File: src/hdl/mer_pkg.sv
`timescale 1ns / 1ps
// ----------------------------------------------------------------------------
// Midpoint ellipse rasterizer package
// Shared widths, datapath operations, controller states and the command and
// status bundles that join the controller to the datapath.
// ----------------------------------------------------------------------------
package mer_pkg;

    localparam int AXIS_BITS  = 11;
    localparam int COORD_BITS = 13;
    localparam int CEN_BITS   = COORD_BITS - 1;
    localparam int DEC_BITS   = 48;
    localparam int SQ_BITS    = 2 * AXIS_BITS;
    localparam int MUL_A_W    = 2 * AXIS_BITS + 3;
    localparam int MUL_B_W    = 2 * AXIS_BITS + 1;
    localparam int PROD_W     = MUL_A_W + MUL_B_W;
    localparam int NUM_POINTS = 4;
    localparam int PT_BITS    = $clog2(NUM_POINTS);
    localparam logic [PT_BITS-1:0] PT_LAST = PT_BITS'(NUM_POINTS - 1);

    localparam logic REQ_START = 1'b0;
    localparam logic REQ_STEP  = 1'b1;

    typedef enum logic [4:0] {
        OP_NOP,
        OP_LOAD,
        OP_SQ_B,
        OP_MUL_AB,
        OP_INIT_D,
        OP_T1,
        OP_T2,
        OP_TEST,
        OP_SQX,
        OP_BSQ,
        OP_SQY,
        OP_ASQ,
        OP_AB,
        OP_FIX,
        OP_U1,
        OP_U2,
        OP_U3,
        OP_V1,
        OP_V2,
        OP_V3,
        OP_EMIT
    } t_dp_op;

    typedef enum logic [4:0] {
        ST_IDLE,
        ST_SQ_B,
        ST_MUL_AB,
        ST_INIT_D,
        ST_T1,
        ST_T2,
        ST_TEST,
        ST_SQX,
        ST_BSQ,
        ST_SQY,
        ST_ASQ,
        ST_AB,
        ST_FIX,
        ST_U1,
        ST_U2,
        ST_U3,
        ST_V1,
        ST_V2,
        ST_V3,
        ST_EMIT
    } t_state;

    typedef struct packed {
        t_dp_op             op;
        logic [PT_BITS-1:0] pt;
    } t_dp_cmd;

    typedef struct packed {
        logic busy;
        logic region_two;
        logic r1_switch;
        logic out_free;
    } t_dp_sts;

endpackage

File: src/hdl/mer_datapath.sv
`timescale 1ns / 1ps
// ----------------------------------------------------------------------------
// Midpoint ellipse rasterizer datapath
// Holds the ellipse state, one shared registered multiplier, the decision
// accumulator and the output register for the plotted points.
// ----------------------------------------------------------------------------
module mer_datapath (
    input  logic                                  i_clk,
    input  logic                                  i_rst_n,
    input  mer_pkg::t_dp_cmd                      i_cmd,
    input  logic signed [mer_pkg::CEN_BITS-1:0]   i_center_x,
    input  logic signed [mer_pkg::CEN_BITS-1:0]   i_center_y,
    input  logic        [mer_pkg::AXIS_BITS-1:0]  i_axis_a,
    input  logic        [mer_pkg::AXIS_BITS-1:0]  i_axis_b,
    input  logic                                  i_out_ready,
    output mer_pkg::t_dp_sts                      o_sts,
    output logic                                  o_out_valid,
    output logic signed [mer_pkg::COORD_BITS-1:0] o_point_x,
    output logic signed [mer_pkg::COORD_BITS-1:0] o_point_y,
    output logic                                  o_last_of_step,
    output logic                                  o_ellipse_done
);
    import mer_pkg::*;

    logic        [CEN_BITS-1:0]   r_cen_x;
    logic        [CEN_BITS-1:0]   r_cen_y;
    logic        [AXIS_BITS-1:0]  r_step_x, n_step_x;
    logic        [AXIS_BITS-1:0]  r_step_y, n_step_y;
    logic                         r_region_two, n_region_two;
    logic        [DEC_BITS-1:0]   r_dec, n_dec;
    logic        [SQ_BITS-1:0]    r_a_sq, n_a_sq;
    logic        [SQ_BITS-1:0]    r_b_sq, n_b_sq;
    logic signed [PROD_W-1:0]     r_prod, n_prod;
    logic signed [PROD_W-1:0]     r_prev, n_prev;
    logic                         r_neg, n_neg;
    logic                         r_out_valid, n_out_valid;
    logic        [COORD_BITS-1:0] r_point_x, n_point_x;
    logic        [COORD_BITS-1:0] r_point_y, n_point_y;
    logic                         r_last, r_done;

    logic signed [MUL_A_W-1:0]    mul_a;
    logic signed [MUL_B_W-1:0]    mul_b;
    logic signed [PROD_W-1:0]     mul_p;
    logic        [DEC_BITS-1:0]   dec_prod;
    logic        [DEC_BITS-1:0]   dec_prod4;
    logic                         r1_switch;
    logic                         out_free;
    logic        [COORD_BITS-1:0] cx, cy, xe, ye;

    // Operand selection for the shared multiplier.
    always_comb begin
        mul_a = '0;
        mul_b = '0;
        case (i_cmd.op)
            OP_LOAD: begin
                mul_a = MUL_A_W'(i_axis_a);
                mul_b = MUL_B_W'(i_axis_a);
            end
            OP_SQ_B: begin
                mul_a = MUL_A_W'(r_step_y);
                mul_b = MUL_B_W'(r_step_y);
            end
            OP_MUL_AB: begin
                mul_a = MUL_A_W'(r_a_sq);
                mul_b = MUL_B_W'(r_step_y);
            end
            OP_T1: begin
                mul_a = MUL_A_W'(r_step_x) + MUL_A_W'(1);
                mul_b = MUL_B_W'(r_b_sq);
            end
            OP_T2: begin
                mul_a = (MUL_A_W'(r_step_y) << 1) - MUL_A_W'(1);
                mul_b = MUL_B_W'(r_a_sq);
            end
            OP_SQX: begin
                mul_a = (MUL_A_W'(r_step_x) << 1) + MUL_A_W'(1);
                mul_b = (MUL_B_W'(r_step_x) << 1) + MUL_B_W'(1);
            end
            OP_BSQ: begin
                mul_a = MUL_A_W'(r_prod);
                mul_b = MUL_B_W'(r_b_sq);
            end
            OP_SQY: begin
                mul_a = MUL_A_W'(r_step_y) - MUL_A_W'(1);
                mul_b = MUL_B_W'(r_step_y) - MUL_B_W'(1);
            end
            OP_ASQ: begin
                mul_a = MUL_A_W'(r_prod);
                mul_b = MUL_B_W'(r_a_sq);
            end
            OP_AB: begin
                mul_a = MUL_A_W'(r_a_sq);
                mul_b = MUL_B_W'(r_b_sq);
            end
            OP_U1: begin
                mul_a = (MUL_A_W'(r_step_x) << 1) + MUL_A_W'(3);
                mul_b = MUL_B_W'(r_b_sq);
            end
            OP_U2: begin
                mul_a = (MUL_A_W'(r_step_y) << 1) - MUL_A_W'(2);
                mul_b = MUL_B_W'(r_a_sq);
            end
            OP_V1: begin
                mul_a = (MUL_A_W'(r_step_x) << 1) + MUL_A_W'(2);
                mul_b = MUL_B_W'(r_b_sq);
            end
            OP_V2: begin
                mul_a = MUL_A_W'(3) - (MUL_A_W'(r_step_y) << 1);
                mul_b = MUL_B_W'(r_a_sq);
            end
            default: begin
                mul_a = '0;
                mul_b = '0;
            end
        endcase
    end

    assign mul_p     = mul_a * mul_b;
    assign dec_prod  = DEC_BITS'(r_prod);
    assign dec_prod4 = dec_prod << 2;
    assign r1_switch = $signed({r_prev, 1'b0}) >= $signed({r_prod[PROD_W-1], r_prod});
    assign out_free  = !r_out_valid || i_out_ready;

    assign cx = COORD_BITS'($signed(r_cen_x));
    assign cy = COORD_BITS'($signed(r_cen_y));
    assign xe = COORD_BITS'(r_step_x);
    assign ye = COORD_BITS'(r_step_y);

    always_comb begin
        case (i_cmd.pt)
            2'd0: begin
                n_point_x = cx + xe;
                n_point_y = cy + ye;
            end
            2'd1: begin
                n_point_x = cx + xe;
                n_point_y = cy - ye;
            end
            2'd2: begin
                n_point_x = cx - xe;
                n_point_y = cy - ye;
            end
            default: begin
                n_point_x = cx - xe;
                n_point_y = cy + ye;
            end
        endcase
    end

    always_comb begin
        n_step_x     = r_step_x;
        n_step_y     = r_step_y;
        n_region_two = r_region_two;
        n_dec        = r_dec;
        n_a_sq       = r_a_sq;
        n_b_sq       = r_b_sq;
        n_prod       = r_prod;
        n_prev       = r_prev;
        n_neg        = r_neg;
        n_out_valid  = r_out_valid && !i_out_ready;
        case (i_cmd.op)
            OP_LOAD: begin
                n_step_x     = '0;
                n_step_y     = i_axis_b;
                n_region_two = 1'b0;
                n_a_sq       = SQ_BITS'(mul_p);
            end
            OP_SQ_B: begin
                n_b_sq = SQ_BITS'(mul_p);
            end
            OP_MUL_AB: begin
                n_prod = mul_p;
            end
            OP_INIT_D: begin
                n_dec = (DEC_BITS'(r_b_sq) << 2) + DEC_BITS'(r_a_sq) - dec_prod4;
            end
            OP_T1: begin
                n_prod = mul_p;
            end
            OP_T2: begin
                n_prev = r_prod;
                n_prod = mul_p;
            end
            OP_TEST: begin
                n_region_two = r_region_two || r1_switch;
            end
            OP_SQX, OP_BSQ, OP_ASQ: begin
                n_prod = mul_p;
            end
            OP_SQY: begin
                n_dec  = dec_prod;
                n_prod = mul_p;
            end
            OP_AB: begin
                n_dec  = r_dec + dec_prod4;
                n_prod = mul_p;
            end
            OP_FIX: begin
                n_dec = r_dec - dec_prod4;
            end
            OP_U1, OP_V1: begin
                n_neg  = r_dec[DEC_BITS-1];
                n_prod = mul_p;
            end
            OP_U2: begin
                n_dec  = r_dec + dec_prod4;
                n_prod = mul_p;
            end
            OP_U3: begin
                if (!r_neg) begin
                    n_dec    = r_dec - dec_prod4;
                    n_step_y = r_step_y - AXIS_BITS'(1);
                end
                n_step_x = r_step_x + AXIS_BITS'(1);
            end
            OP_V2: begin
                if (r_neg) begin
                    n_dec    = r_dec + dec_prod4;
                    n_step_x = r_step_x + AXIS_BITS'(1);
                end
                n_prod = mul_p;
            end
            OP_V3: begin
                n_dec    = r_dec + dec_prod4;
                n_step_y = r_step_y - AXIS_BITS'(1);
            end
            OP_EMIT: begin
                n_out_valid = 1'b1;
            end
            default: begin
                n_out_valid = r_out_valid && !i_out_ready;
            end
        endcase
    end

    always_ff @(posedge i_clk) begin
        if (!i_rst_n) begin
            r_step_x     <= '0;
            r_step_y     <= '0;
            r_region_two <= 1'b0;
            r_out_valid  <= 1'b0;
        end else begin
            r_step_x     <= n_step_x;
            r_step_y     <= n_step_y;
            r_region_two <= n_region_two;
            r_out_valid  <= n_out_valid;
        end
    end

    always_ff @(posedge i_clk) begin
        r_dec  <= n_dec;
        r_a_sq <= n_a_sq;
        r_b_sq <= n_b_sq;
        r_prod <= n_prod;
        r_prev <= n_prev;
        r_neg  <= n_neg;
        if (i_cmd.op == OP_LOAD) begin
            r_cen_x <= i_center_x;
            r_cen_y <= i_center_y;
        end
        if (i_cmd.op == OP_EMIT) begin
            r_point_x <= n_point_x;
            r_point_y <= n_point_y;
            r_last    <= (i_cmd.pt == PT_LAST);
            r_done    <= (r_step_y == '0);
        end
    end

    assign o_sts.busy       = (r_step_y != '0);
    assign o_sts.region_two = r_region_two;
    assign o_sts.r1_switch  = r1_switch;
    assign o_sts.out_free   = out_free;

    assign o_out_valid    = r_out_valid;
    assign o_point_x      = r_point_x;
    assign o_point_y      = r_point_y;
    assign o_last_of_step = r_last;
    assign o_ellipse_done = r_done;

    a_out_hold: assert property (@(posedge i_clk) disable iff (!i_rst_n)
        r_out_valid && !i_out_ready |=>
            r_out_valid && $stable(r_point_x) && $stable(r_point_y) && $stable(r_last))
        else $error("Output register changed while the receiver stalled.");

    a_region_sticky: assert property (@(posedge i_clk) disable iff (!i_rst_n)
        r_region_two && i_cmd.op != OP_LOAD |=> r_region_two)
        else $error("Region two was left without a new start request.");

endmodule

File: src/hdl/mer_ctrl.sv
`timescale 1ns / 1ps
// ----------------------------------------------------------------------------
// Midpoint ellipse rasterizer controller
// Sequences the datapath operations of a start or step request and the
// emission of the four symmetric points.
// ----------------------------------------------------------------------------
module mer_ctrl (
    input  logic             i_clk,
    input  logic             i_rst_n,
    input  logic             i_in_valid,
    input  logic             i_req_type,
    input  mer_pkg::t_dp_sts i_sts,
    output logic             o_in_ready,
    output mer_pkg::t_dp_cmd o_cmd
);
    import mer_pkg::*;

    t_state               r_state, n_state;
    logic [PT_BITS-1:0]   r_pt, n_pt;

    always_comb begin
        n_state = r_state;
        case (r_state)
            ST_IDLE: begin
                if (i_in_valid) begin
                    if (i_req_type == REQ_START) begin
                        n_state = ST_SQ_B;
                    end else if (i_sts.busy) begin
                        n_state = i_sts.region_two ? ST_V1 : ST_T1;
                    end
                end
            end
            ST_SQ_B:   n_state = ST_MUL_AB;
            ST_MUL_AB: n_state = ST_INIT_D;
            ST_INIT_D: n_state = ST_EMIT;
            ST_T1:     n_state = ST_T2;
            ST_T2:     n_state = ST_TEST;
            ST_TEST:   n_state = i_sts.r1_switch ? ST_SQX : ST_U1;
            ST_SQX:    n_state = ST_BSQ;
            ST_BSQ:    n_state = ST_SQY;
            ST_SQY:    n_state = ST_ASQ;
            ST_ASQ:    n_state = ST_AB;
            ST_AB:     n_state = ST_FIX;
            ST_FIX:    n_state = ST_V1;
            ST_U1:     n_state = ST_U2;
            ST_U2:     n_state = ST_U3;
            ST_U3:     n_state = ST_EMIT;
            ST_V1:     n_state = ST_V2;
            ST_V2:     n_state = ST_V3;
            ST_V3:     n_state = ST_EMIT;
            ST_EMIT: begin
                if (i_sts.out_free && r_pt == PT_LAST) begin
                    n_state = ST_IDLE;
                end
            end
            default:   n_state = ST_IDLE;
        endcase
    end

    always_comb begin
        n_pt = r_pt;
        if (r_state == ST_EMIT && i_sts.out_free) begin
            n_pt = (r_pt == PT_LAST) ? '0 : r_pt + PT_BITS'(1);
        end
    end

    always_comb begin
        o_in_ready = 1'b0;
        o_cmd.pt   = r_pt;
        case (r_state)
            ST_IDLE: begin
                o_in_ready = 1'b1;
                o_cmd.op   = (i_in_valid && i_req_type == REQ_START) ? OP_LOAD : OP_NOP;
            end
            ST_SQ_B:   o_cmd.op = OP_SQ_B;
            ST_MUL_AB: o_cmd.op = OP_MUL_AB;
            ST_INIT_D: o_cmd.op = OP_INIT_D;
            ST_T1:     o_cmd.op = OP_T1;
            ST_T2:     o_cmd.op = OP_T2;
            ST_TEST:   o_cmd.op = OP_TEST;
            ST_SQX:    o_cmd.op = OP_SQX;
            ST_BSQ:    o_cmd.op = OP_BSQ;
            ST_SQY:    o_cmd.op = OP_SQY;
            ST_ASQ:    o_cmd.op = OP_ASQ;
            ST_AB:     o_cmd.op = OP_AB;
            ST_FIX:    o_cmd.op = OP_FIX;
            ST_U1:     o_cmd.op = OP_U1;
            ST_U2:     o_cmd.op = OP_U2;
            ST_U3:     o_cmd.op = OP_U3;
            ST_V1:     o_cmd.op = OP_V1;
            ST_V2:     o_cmd.op = OP_V2;
            ST_V3:     o_cmd.op = OP_V3;
            ST_EMIT:   o_cmd.op = i_sts.out_free ? OP_EMIT : OP_NOP;
            default:   o_cmd.op = OP_NOP;
        endcase
    end

    always_ff @(posedge i_clk) begin
        if (!i_rst_n) begin
            r_state <= ST_IDLE;
            r_pt    <= '0;
        end else begin
            r_state <= n_state;
            r_pt    <= n_pt;
        end
    end

    a_emit_when_free: assert property (@(posedge i_clk) disable iff (!i_rst_n)
        !i_sts.out_free |-> o_cmd.op != OP_EMIT)
        else $error("A point was emitted into a full output register.");

    a_pt_outside_emit: assert property (@(posedge i_clk) disable iff (!i_rst_n)
        r_state != ST_EMIT |-> r_pt == '0)
        else $error("Point counter is not at zero outside emission.");

    a_test_in_region_one: assert property (@(posedge i_clk) disable iff (!i_rst_n)
        r_state == ST_T1 |-> !i_sts.region_two && i_sts.busy)
        else $error("Region one test started outside region one.");

endmodule

File: src/hdl/midpoint_ellipse_rasterizer.sv
`timescale 1ns / 1ps
// ----------------------------------------------------------------------------
// Midpoint ellipse rasterizer
// Draws an ellipse one midpoint iteration per step request, four points each.
// ----------------------------------------------------------------------------
// Requests arrive on the input channel (i_in_valid / o_in_ready). A start
// request loads the center and semi-axes and returns the four symmetric
// points at the ends of the b semi-axis. Each step request runs one iteration and
// returns four more points; a step while no ellipse is active returns none.
// Points leave on the output channel (o_out_valid / i_out_ready), the fourth
// one of a request flagged by o_last_of_step; o_ellipse_done marks the
// points after which no iteration remains.
// One request is in work at a time. The run of a request is set by the shared
// multiplier, used at most once per sequencer step, and by the output register,
// which takes one point per cycle while the receiver is ready.
// The fourth point waits in the output register while the next request is
// accepted. A stalled receiver holds the point and the sequencer waits.
// Reset clears the step position, the region flag and the output valid flag; no clearing pass.
// ----------------------------------------------------------------------------
module midpoint_ellipse_rasterizer (
    input  logic                                  i_clk,
    input  logic                                  i_rst_n,
    input  logic                                  i_in_valid,
    output logic                                  o_in_ready,
    input  logic                                  i_req_type,
    input  logic signed [mer_pkg::CEN_BITS-1:0]   i_center_x,
    input  logic signed [mer_pkg::CEN_BITS-1:0]   i_center_y,
    input  logic        [mer_pkg::AXIS_BITS-1:0]  i_axis_a,
    input  logic        [mer_pkg::AXIS_BITS-1:0]  i_axis_b,
    output logic                                  o_out_valid,
    input  logic                                  i_out_ready,
    output logic signed [mer_pkg::COORD_BITS-1:0] o_point_x,
    output logic signed [mer_pkg::COORD_BITS-1:0] o_point_y,
    output logic                                  o_last_of_step,
    output logic                                  o_ellipse_done
);
    import mer_pkg::*;

    t_dp_cmd dp_cmd;
    t_dp_sts dp_sts;

    mer_ctrl u_ctrl (
        .i_clk      (i_clk),
        .i_rst_n    (i_rst_n),
        .i_in_valid (i_in_valid),
        .i_req_type (i_req_type),
        .i_sts      (dp_sts),
        .o_in_ready (o_in_ready),
        .o_cmd      (dp_cmd)
    );

    mer_datapath u_datapath (
        .i_clk          (i_clk),
        .i_rst_n        (i_rst_n),
        .i_cmd          (dp_cmd),
        .i_center_x     (i_center_x),
        .i_center_y     (i_center_y),
        .i_axis_a       (i_axis_a),
        .i_axis_b       (i_axis_b),
        .i_out_ready    (i_out_ready),
        .o_sts          (dp_sts),
        .o_out_valid    (o_out_valid),
        .o_point_x      (o_point_x),
        .o_point_y      (o_point_y),
        .o_last_of_step (o_last_of_step),
        .o_ellipse_done (o_ellipse_done)
    );

endmodule

File: config.mk
export PLATFORM = sky130hd
export DESIGN_NAME = midpoint_ellipse_rasterizer
export DESIGN_NICKNAME = d
export VERILOG_FILES = /design/src/hdl/mer_pkg.sv /design/src/hdl/mer_datapath.sv /design/src/hdl/mer_ctrl.sv /design/src/hdl/midpoint_ellipse_rasterizer.sv
export SDC_FILE = /design/constraint.sdc
export NUM_CORES = 2
export LEC_CHECK = 0
export BUFFER_PORTS_ARGS = -buffer_cell sky130_fd_sc_hd__buf_4
export CAP_MARGIN = 20
export CORE_MARGIN = 2
export CORE_UTILIZATION = 55
export DETAILED_ROUTE_END_ITERATION = 16
export HOLD_SLACK_MARGIN = 0.06
export PLACE_DENSITY = 0.79
export SYNTH_ARGS = -nofsm -noshare
export SYNTH_HDL_FRONTEND = slang
export SYNTH_SLANG_ARGS = --single-unit
File: constraint.sdc
create_clock -name i_clk -period 11.9 [get_ports i_clk]
set_clock_uncertainty 0.1 [all_clocks]
set_input_delay 0.595 -clock i_clk [delete_from_list [all_inputs] [get_ports i_clk]]
set_output_delay 0.595 -clock i_clk [all_outputs]
set_load 0.05 [all_outputs]
==> results.md <==
- The flow ran to the end, and the final reports show no timing, DRC or antenna violations.
- The initial utilization of the core area, before any placement, comes to 55.3%.
- The initial antenna violation count is 0.
- The clock transition at the registers of the reported paths is 0.07 ns.
- In this design, the critical path's most frequently occurring cell is fa_1.
- The residual antenna-violating net count after detailed routing is 0.
- The maximum operating frequency is 90.1 MHz.
- The worst setup path is captured at a flip-flop.
- The kind of path behind the tightest hold check is primary input to flip-flop.
- Cells fill 59.0% of the core in the end.
- The maximum fanout along the worst path is 15.
- In this run, post-CTS hold repair placed 0 buffers.
- After detailed routing, the number of remaining DRC violations is 0.
- The hold path depth is 1.
- The critical path in this run is classified as flip-flop to flip-flop.
- The predominant post-synthesis flop cell is edfxtp_1.
- Setup repair after global routing left no endpoint under its margin.
- The instance area after placement is 42,800 um^2.
- The average cell area after synthesis is 9.07 um^2.
- The signal arrival time at the worst endpoint is around 11 ns.
- The number of clock sinks seen by CTS is 270.
- The capture endpoint of the worst hold path is u_datapath.r_cen_x[3]$_DFFE_PN_.
- The slowest stage of the critical path is the a221oi_2 cell.
- The actual transition at the worst max-transition pin is between 1 and 1.5 ns.
- For the final routed database, the setup TNS stands at 0 ns.
- The post-cts repair resize count is 0.
- The number of distinct library cells after synthesis is 86.
- The final instance count without filler cells is roughly 5.5k.
- No sink is reached through more buffers than the 3 on the longest clock path.
- Tracing the worst setup path back leads to its startpoint at u_datapath.r_step_y[2]$_SDFFE_PN0P_.
- Across all hold checks on the routed design, the worst slack comes to 0.0819 ns.
- The total half-perimeter wirelength after legalization and detailed placement is 95,200 um.
- Relative to the synthesized area, the layout overhead comes to 6.82%.
- After floorplanning, the core was divided into 100 placement rows.
- By area the synthesized netlist is led by fa_1 30%, edfxtp_1 18%, ha_1 9.1%, inv_1 8.0%, nand2_1 4.8%.
- The net count of the finished layout is approximately 5.5k.
- The first detailed-routing pass took 7 iterations.
- The top cell type by total area after synthesis is fa_1.
- The shortest period the worst path allows is 11.10 ns.
- After technology mapping, the gate count stands at ~4.5k.
- The die covers 76,600 um^2.
- The weighted congestion reported at the end of routability-driven placement is 1.01.
- CTS built an H-tree with a depth of 1.
- The start point of the worst hold path is i_center_x[3].
- The core region is 74,100 um^2.
- Yosys instantiated no cell more often than inv_1.
- For this run, the slowest stage of the critical path takes slightly above 0.8 ns.
- The share of async-settable or async-resettable flops after synthesis is 0%.
- The total leakage power is 0.0203 uW.
- The ratio of total power to cell area is 258 nW/um^2.
- The proportion of netlist area held by the largest area contributor is 30.0%.
- The worst-case IR drop observed on VDD is approximately 0.18 mV.
- Setup violations remaining at the end of the flow were counted as 0.
- After detailed routing, the average wire length per cell comes to 21.4 um.
- The count of warnings emitted by yosys is 0.
- The post-detailed-route via-to-cell ratio is 5.96.
- STA classifies the critical path startpoint as a flip-flop.
- The number of register bits inferred by synthesis is 270.
- The endpoint identified for the worst register-to-register timing path is u_datapath.dec_prod[47]$_DFFE_PP_.
- Measured in cells, the most critical reg-to-reg path has a length of 32.
- The critical register-to-register path startpoint is u_datapath.r_step_y[2]$_SDFFE_PN0P_.
- The starting DRC count in detailed routing is roughly 3.7k.
- The reg2reg setup slack is between 0.8 and 0.9 ns.
- The total via count in the routed design is roughly 33k.
- Data on the critical path is required at its endpoint by about 12 ns.
- The detailed-route wire length is 118,000 um.
- The share of the clock period used by the worst path after layout is 93.2%.
- The total global routing track utilization is 31.0%.
- The max capacitance violation total is 0.
- The clock insertion delay at the later pin of the skew report is 0.58 ns.
- The number of global-route vias before repair came to 33.0k.
- Counting flops with a built-in enable in the synthesized netlist gives around 240.
- The mapped cell area is 40,900 um^2.
- The number of setup buffers added after CTS is 0.
- The headroom to the max-slew limit is between 10% and 20%.
- The number of port buffers is 80.
- The final hold violation count came to 0.
- The overall die width is 277 um.
- The TritonCTS clock tree is built.
- Measured along the y axis, the die boundary spans 277 um.
- During I/O placement, the number of pins put on the boundary was 81.
- The pin count of the biggest net entering global routing is ~50.
- The commonest cells after synthesis are 868 x inv_1, 613 x fa_1, 521 x nand2_1.
- The sequential element share of the synthesized area is 19.0%.
- The first global-routing pass estimated ~190,000 um of wire.
- The post-route netlist has 5.88% of its cells at a drive strength greater than 1.
- The number of antenna diodes in the final layout is 0.
- The overall overflow remaining after global route is 0.
- In this run the clock root is driven by a clkbuf_16.
- The final count of pins violating max slew is 0.
- Summing all non-filler instances in the final layout gives an area of 43,700 um^2.
- The number of placed cells counting well taps is 5,471.
- The number of clock buffers added by TritonCTS is 28.
-- logic make-up after synthesis --
group           Yosys count  share of synthesized area (%)
buf+inv                1056                           9.87
fa+ha+maj               910                           39.1
xor+xnor                256                           5.48
other cells               2                         0.0183
mux                       9                          0.223
flops                   270                           19.0
simple gates           1264                           13.8
compound gates          749                           12.6
-- power by group --
group	switching [uW]	total, uW	internal [uW]	leakage [uW]
logic	5300	8330	3040	0.0174
registers	375	2040	1670	0.00245
clock network	390	913	523	0.000446
total	6060	11300	5230	0.0203
-- through the flow --
stage	total power, uW	setup WS, ns
floorplan	7740	1.90
global placement	9910	1.29
detailed placement	10100	1.15
CTS	11100	1.10
global route	12100	0.223
finish	11300	0.805
-- cell usage in the layout, fill, tap and decap left out, drive strengths merged, types with 18 or more instances in the layout --
master and instances:
o21ai 164, ha 297, dfxtp 31, nor3 51, a31oi 19, clkbuf 33
a21oi 164, nand2 521, o21bai 19, nor2 379, or2 22, and2 28
nand3 62, a22oi 51, a221o 29, xnor2 188, nand2b 38, conb 18
edfxtp 239, inv 871, nand4 34, fa 613, a211oi 22, buf 157
and3 29, xor2 68, o21a 24, a21o 87, nor2b 43, o221ai 19
a221oi 29
-- flip-flops by register name, summed over array words and instances, names as in the netlist, 11 cells and up --
| name | flops |
|---|---|
| u_datapath.r_step_x | 11 |
| u_datapath.r_dec | 46 |
| u_datapath.r_cen_x | 12 |
| u_datapath.r_a_sq | 22 |
| u_datapath.dec_prod | 48 |
| u_datapath.r_step_y | 11 |
| u_datapath.r_prev | 48 |
| u_datapath.o_point_y | 13 |
| u_datapath.o_point_x | 13 |
| u_datapath.r_cen_y | 12 |
| u_datapath.r_b_sq | 22 |
-- worst max-delay path: cells and delay by family, from the launching register on --
kind / cells / cell delay, ns
compound gates: 9 / 3.70
xor+xnor: 2 / 0.37
fa+ha+maj: 9 / 4.19
buf+inv: 6 / 0.73
flops: 1 / 0.52
simple gates: 6 / 1.15
-- worst max-delay path by stage --
stage | to | slack [ns] | cells after the start
floorplan | u_datapath.dec_prod[41]$_DFFE_PP_ | 1.90 | 36
global placement | u_datapath.dec_prod[41]$_DFFE_PP_ | 1.29 | 34
detailed placement | u_datapath.dec_prod[41]$_DFFE_PP_ | 1.15 | 34
CTS | u_datapath.dec_prod[41]$_DFFE_PP_ | 1.10 | 32
global route | u_datapath.dec_prod[47]$_DFFE_PP_ | 0.22 | 34
finish | u_datapath.dec_prod[47]$_DFFE_PP_ | 0.80 | 32
-- final cells by class --
class                      count  area, um^2
sequential                   270        7800
clock inverter                19         224
multi-input combinational   3206       29300
timing repair buffer         157        1200
fill                        6388       30300
tap                          969        1210
inverter                     869        3260
clock buffer                  33         719
-- layer usage --
| layer | vias to the layer above | global-route usage [%] | wire length, um |
|---|---|---|---|
| met5 | - | 0 | 0 |
| met4 | 0 | 11.8 | 5170 |
| met3 | 314 | 6.83 | 13800 |
| met2 | 1880 | 46.7 | 50900 |
| met1 | 16100 | 44.0 | 48400 |
| li1 | 14600 | - | - |
Power figures use the tool's default switching activity.
